**src/hw/rtl/hufd_pkg.sv**
```systemverilog
// ============================================================================
// hufd_pkg
// shared types and constants of the huffman tree decoder
// ============================================================================
`default_nettype none

package hufd_pkg;

    localparam int OP_W    = 2;
    localparam int SYM_W   = 8;
    localparam int CODE_W  = 32;
    localparam int CODE_IW = 5;
    localparam int LEN_W   = 6;
    localparam int KIND_W  = 2;

    // symbol of the root and of every new interior node
    localparam logic [SYM_W-1:0] EMPTY_SYMBOL = 8'h24;

    typedef enum logic [OP_W-1:0] {
        OP_CLEAR  = 2'd0,
        OP_INSERT = 2'd1,
        OP_DECODE = 2'd2,
        OP_PASS   = 2'd3
    } t_op;

    typedef enum logic [KIND_W-1:0] {
        KIND_SYMBOL    = 2'd0,
        KIND_SEPARATOR = 2'd1,
        KIND_FULL      = 2'd2
    } t_kind;

    typedef enum logic [5:0] {
        S_IDLE     = 6'b000001,
        S_DEC      = 6'b000010,
        S_DEC_LEAF = 6'b000100,
        S_INS_STEP = 6'b001000,
        S_INS_LINK = 6'b010000,
        S_SEP      = 6'b100000
    } t_state;

    // controller to datapath
    typedef struct packed {
        logic  load;
        logic  clear;
        logic  ins_start;
        logic  dec_start;
        logic  descend;
        logic  alloc;
        logic  link;
        logic  next;
        logic  dec_move;
        logic  walk_set;
        logic  emit;
        t_kind kind;
    } t_cmd;

    // datapath to controller
    typedef struct packed {
        t_op  in_op;
        logic in_len_zero;
        logic need_alloc;
        logic full;
        logic pos_zero;
        logic moved;
        logic leaf;
        logic out_free;
    } t_sts;

endpackage

`default_nettype wire

```
**src/hw/rtl/hufd_ctrl.sv**
```systemverilog
// ============================================================================
// hufd_ctrl
// sequencer for clear, insert, decode and pass-through words
// ============================================================================
`default_nettype none

module hufd_ctrl (
    input  wire logic           i_clk,
    input  wire logic           i_rst_n,
    input  wire logic           i_in_valid,
    output logic                o_in_ready,
    input  wire hufd_pkg::t_sts i_sts,
    output hufd_pkg::t_cmd      o_cmd
);

    hufd_pkg::t_state r_state;
    hufd_pkg::t_state n_state;

    always_comb begin
        n_state    = r_state;
        o_cmd      = '0;
        o_cmd.kind = hufd_pkg::KIND_SYMBOL;
        o_in_ready = 1'b0;

        unique case (r_state)
            hufd_pkg::S_IDLE: begin
                o_in_ready = 1'b1;
                if (i_in_valid) begin
                    o_cmd.load = 1'b1;
                    unique case (i_sts.in_op)
                        hufd_pkg::OP_CLEAR: begin
                            o_cmd.clear = 1'b1;
                        end
                        hufd_pkg::OP_INSERT: begin
                            if (!i_sts.in_len_zero) begin
                                o_cmd.ins_start = 1'b1;
                                n_state         = hufd_pkg::S_INS_STEP;
                            end
                        end
                        hufd_pkg::OP_DECODE: begin
                            o_cmd.dec_start = 1'b1;
                            n_state         = hufd_pkg::S_DEC;
                        end
                        hufd_pkg::OP_PASS: begin
                            n_state = hufd_pkg::S_SEP;
                        end
                        default: begin
                            n_state = hufd_pkg::S_IDLE;
                        end
                    endcase
                end
            end

            hufd_pkg::S_INS_STEP: begin
                if (!i_sts.need_alloc) begin
                    o_cmd.descend = 1'b1;
                end else if (i_sts.full) begin
                    if (i_sts.out_free) begin
                        o_cmd.emit = 1'b1;
                        o_cmd.kind = hufd_pkg::KIND_FULL;
                        n_state    = hufd_pkg::S_IDLE;
                    end
                end else begin
                    o_cmd.alloc = 1'b1;
                    n_state     = hufd_pkg::S_INS_LINK;
                end
            end

            hufd_pkg::S_INS_LINK: begin
                o_cmd.link = 1'b1;
                if (i_sts.pos_zero) begin
                    n_state = hufd_pkg::S_IDLE;
                end else begin
                    o_cmd.next = 1'b1;
                    n_state    = hufd_pkg::S_INS_STEP;
                end
            end

            hufd_pkg::S_DEC: begin
                if (i_sts.moved) begin
                    o_cmd.dec_move = 1'b1;
                    n_state        = hufd_pkg::S_DEC_LEAF;
                end else if (!i_sts.leaf) begin
                    o_cmd.walk_set = 1'b1;
                    n_state        = hufd_pkg::S_IDLE;
                end else if (i_sts.out_free) begin
                    o_cmd.walk_set = 1'b1;
                    o_cmd.emit     = 1'b1;
                    n_state        = hufd_pkg::S_IDLE;
                end
            end

            hufd_pkg::S_DEC_LEAF: begin
                if (!i_sts.leaf) begin
                    o_cmd.walk_set = 1'b1;
                    n_state        = hufd_pkg::S_IDLE;
                end else if (i_sts.out_free) begin
                    o_cmd.walk_set = 1'b1;
                    o_cmd.emit     = 1'b1;
                    n_state        = hufd_pkg::S_IDLE;
                end
            end

            hufd_pkg::S_SEP: begin
                if (i_sts.out_free) begin
                    o_cmd.emit = 1'b1;
                    o_cmd.kind = hufd_pkg::KIND_SEPARATOR;
                    n_state    = hufd_pkg::S_IDLE;
                end
            end

            default: begin
                n_state = hufd_pkg::S_IDLE;
            end
        endcase
    end

    always_ff @(posedge i_clk) begin
        if (!i_rst_n) begin
            r_state <= hufd_pkg::S_IDLE;
        end else begin
            r_state <= n_state;
        end
    end

endmodule

`default_nettype wire

```
**config.mk**
```make
export PLATFORM = sky130hd
export DESIGN_NAME = hufd_ctrl
export DESIGN_NICKNAME = d
export VERILOG_FILES = /design/src/hw/rtl/hufd_pkg.sv /design/src/hw/rtl/hufd_ctrl.sv
export SDC_FILE = /design/constraint.sdc
export NUM_CORES = 1
export LEC_CHECK = 0
export BUFFER_PORTS_ARGS = -buffer_cell sky130_fd_sc_hd__buf_2
export CORE_AREA = 5 5 42 44
export DETAILED_ROUTE_END_ITERATION = 12
export DIE_AREA = 0 0 47 49
export PLACE_DENSITY = 0.71
export SLEW_MARGIN = 20
export SYNTH_ARGS = -nofsm -noshare
export SYNTH_HDL_FRONTEND = slang
export SYNTH_SLANG_ARGS = --single-unit
export TNS_END_PERCENT = 5
```
**constraint.sdc**
```tcl
create_clock -name i_clk -period 3.5 [get_ports i_clk]
set_clock_uncertainty 0.05 [all_clocks]
set_input_delay 0.7 -clock i_clk [delete_from_list [all_inputs] [get_ports i_clk]]
set_output_delay 0.7 -clock i_clk [all_outputs]
set_load 0.02 [all_outputs]
```
# After elaboration in Yosys (flattened, before gate mapping)
# Cells that the tools add are included.
totals:
  register_bits: 6
  input_bits: 12
op_classes:
  eq_ne: 13
  muxes: 36
  reduce_logical: 2
ops:
  columns: ["operator", "count"]
  rows:
  - ["$mux W6", 7]
  - ["$pmux W6 S6", 1]
  - ["$pmux W6 S3", 1]
  - ["$mux W1", 13]
  - ["$mux W3", 4]
  - ["$mux W4", 3]
  - ["$mux W2", 4]
  - ["$eq A6 B1 Y1 const B", 1]
  - ["$eq A6 B2 Y1 const B", 1]
  - ["$eq A6 B3 Y1 const B", 1]
  - ["$eq A6 B4 Y1 const B", 1]
  - ["$eq A6 B5 Y1 const B", 1]
  - ["$eq A6 B6 Y1 const B", 1]
  - ["$eq A2 B2 Y1 const B", 2]
  - ["$ne A2 B2 Y1 const B", 2]
  - ["$ne A4 B1 Y1 const B", 1]
  - ["$pmux W1 S4", 1]
  - ["$pmux W2 S2", 1]
  - ["$reduce_and A4 Y1", 1]
  - ["$ne A3 B3 Y1 const B", 1]
  - ["$eq A2 B1 Y1 const B", 1]
  - ["$logic_not A2 Y1", 1]
  - ["$pmux W1 S2", 1]

# Longest topological paths before layout
logic_depth:
  word_depth: 4
  ltp_mapped: 7
  depth_no_buf: 6

# Worst setup path before layout
# OpenSTA, ideal clock, no wires.
synth_path:
  path_type: "in2out"
  start: "in i_sts[2] (netlist name)"
  end: "out o_cmd[3] (netlist name)"
  arrival_ns: 1.825
  required_ns: 2.750
  slack_ns: 0.925
  stages: 2
  path_cell_list: "or3b_2 > a221oi_1"
synth_rtl:
  columns: ["element", "line_no", "rtl"]
  rows:
  - ["from (decl)", "hufd_ctrl.sv:12", "input wire hufd_pkg::t_sts i_sts,"]
  - ["to (decl)", "hufd_ctrl.sv:13", "output hufd_pkg::t_cmd o_cmd"]

==> results by group <==
Logic synthesis
  • Synth area leaders: dfxtp_1 23%, nor2_1 8.5%, nand2_1 5.0%, nand2b_1 4.7%, a31oi_1 3.5%
  • FFs w/ async S/R, synth: 0%
  • Cell with the most instances after synthesis: nor2_1
  • Sequential fraction of the synthesis area: about 23%
  • Post-synth top cells: 12 x nor2_1, 7 x nand2_1, 6 x dfxtp_1, 4 x inv_1, 4 x nand2b_1
  • Synth Flop Type: dfxtp_1
  • Leading area contributor after synthesis: dfxtp_1
  • Post-synth EDFFs: 0
  • Synthesized flop and latch total: 6
  • Mapped Cells: 75
  • Syn Std Cell Area: 530.5 um2
  • Synth warnings: 0
  • Area share of the largest cell type after synthesis: 22.64%
  • Syn_area_per_cell: 7.073 um2
  • Synth cell types: 36
  • Mapped Nets: 87

GRT
  • Largest net degree at the start of global routing: 10
  • Grt total ovfl: 0
  • Vias in the first global route: 587
  • Total track usage: 13.40%
  • Initial antenna violation count: 0
  • Global-route wire length before repair: 2373 um

Pwr
  • PD cells: 454.0 nW/um2
  • Clk pwr share: 20.1%
  • Sw Ratio: around 41%
  • P_int: 0.0001809 W
  • Psw: 0.0001276 W
  • Gate power share: 49.3%
  • P_leak: ~0.32 nW
  • Flop pwr share: between 30% and 40%
  • VDD IR max: 0.0003015 V

Final layout
  • Number of diodes: 0
  • Synthesis-to-layout area growth: 28.07%
  • Max reg flops: 6
  • Biggest register: r_state
  • Regs by FF count: r_state (6)
  • Layout cells sized above 1: 32.00%
  • NumNets Final: 114

Routing
  • DR top layer: met3
  • DR WL met2: 684 um
  • ANT nets after route: 0
  • Wire length on met3: 167 um
  • Vias per inst: around 5.8
  • Post-Route WL: 1468 um
  • Detailed Route Iter0 Violations: 27
  • Post-route DRC violation count: 0
  • WL per Instance: 12.66 um
  • DR pass1 iterations: 4
  • M1 wire length: around 600 um
  • Vias: 678

Clocking
  • Clock-pin slew on the worst setup and hold paths: 50 ps
  • Worst skew pair latency: between 200 and 250 ps
  • CTS HTree Levels: 1
  • CTS sink count: 6
  • CTS Root Cell: clkbuf_4
  • # resized after CTS: 0
  • Post-CTS Hold Fix Bufs: 0
  • CTS max path bufs: 2
  • CTS tree: yes
  • Setup bufs post-CTS: 0
  • CTS buffer count: 3

Floorplanning
  • Std-Cell Rows: 14
  • Die height: 49 um
  • Ports: 26
  • Die ar.: 2303 um2
  • DIE WIDTH: 47 um
  • Core area: 1401 um2
  • Initial Util: a little under two fifths

Timing
  • Max Fclk: between 0.3 and 0.4 GHz
  • Period Utilization, post-route: 79.58%
  • Slew @ Worst Pin: 675.7 ps
  • Setup TNS: 0 ps
  • Post-route minimum period: 2785 ps
  • Final WS setup: 714.7 ps
  • Rel. slew slack: 54.54%
  • Final Hold Fails: 0
  • Final-report setup violation count: 0
  • RSZ-0062 raised after global routing: no
  • Max Slew Vio Count: 0

Min path
  • Startpoint of the worst hold path: r_state[2]
  • WHS Path Cells: 3
  • Worst Hold Class: reg -> reg
  • Hold worst-path end: r_state[2]

Setup path
  • Critical Path Sink Type: output port
  • Crit Path Max Fanout: 7
  • R2R Path End: r_state[5]
  • Worst EP arrival: 2040 ps
  • Startpoint class of the critical path: register
  • Cells on worst reg2reg path: 5
  • FF-to-FF Start: r_state[4]
  • Worst Path Required: 2750 ps
  • FF-to-FF setup slack: around 1400 ps
  • Crit path kind: reg -> out

Placement
  • Input/output buffers: 25
  • Post-DP HPWL: 1193 um
  • Setup Slack @ Placement: approximately 900 ps
  • RePlAce Congestion: around 0.80

Run status
  • Status: complete, no violations

Job
  • Max-cap viol count: 0
-- worst max-delay path by stage --
stage	slack (ps)	end	cells after the start	from
after floorplan	920	o_cmd[3]	2	i_sts[2]
after global placement	930	o_cmd[3]	4	i_sts[2]
after detailed placement	920	o_cmd[3]	4	i_sts[2]
after CTS	700	o_cmd[8]	4	r_state[4]
after global routing	630	o_cmd[8]	4	r_state[4]
final	710	o_cmd[8]	4	r_state[4]
-- routing by layer --
layer,global-route usage [%],up-vias
met5,0,-
met4,2.765,0
met3,4.059,0
met2,21.04,39
met1,17.66,308
li1,-,331
-- cell usage in the layout (no fill, tap or decap), types with 2 or more instances in the layout --
cell	n
a21oi_1	2
a31oi_1	3
buf_2	25
clkbuf_4	3
dfxtp_1	6
inv_1	4
nand2_1	7
nand2b_1	4
nand3_1	3
nor2_1	12
nor3_1	2
nor3b_1	2
nor4b_1	2
o21ai_0	2
or3b_1	2
-- power by group through the flow --
stage           clock, W  combinational, W  sequential [W]
5_1_grt        0.0000695          0.000166       0.0000964
2_1_floorplan          0          0.000119       0.0000860
6_report       0.0000619          0.000152       0.0000946
3_3_place_gp           0          0.000149       0.0000949
4_1_cts        0.0000631          0.000153       0.0000941
3_5_place_dp           0          0.000151       0.0000955
-- layout make-up --
cell class,count,area [um2]
Inverter,4,15.01
Multi-Input combinational cell,62,376.6
Clock buffer,3,22.52
Fill cell,146,721.9
Timing Repair Buffer,25,125.1
Sequential cell,6,120.1
Tap cell,16,20.02
-- through the flow --
step | total power (W) | hold slack (ps) | std cells | utilization [%] | area [um2]
after floorplan | 0.0002054 | 601.3 | 75 | - | 530.5
after CTS | 0.0003098 | 657.6 | 116 | 48.48 | 679.4
final | 0.0003085 | 660.4 | 116 | 48.48 | 679.4
after global routing | 0.0003319 | 676.6 | 116 | 48.48 | 679.4
after global placement | 0.0002438 | 643.4 | 113 | 46.88 | 656.9
after detailed placement | 0.0002463 | 645.3 | 113 | 46.88 | 656.9
-- critical path: stages, from the launching register on --
cell     delay [ps]
dfxtp_1         360
or4_4           570
or3b_1          410
nor2_1          240
buf_2           220
-- cells by family after synthesis --
kind of cell	count (synthesis)	share of synthesized area, %
compound gates	17	22.64
xor+xnor	1	1.651
buf+inv	7	6.367
flops	6	22.64
simple gates	44	46.70
No activity file was read; power rests on OpenSTA's default activity.
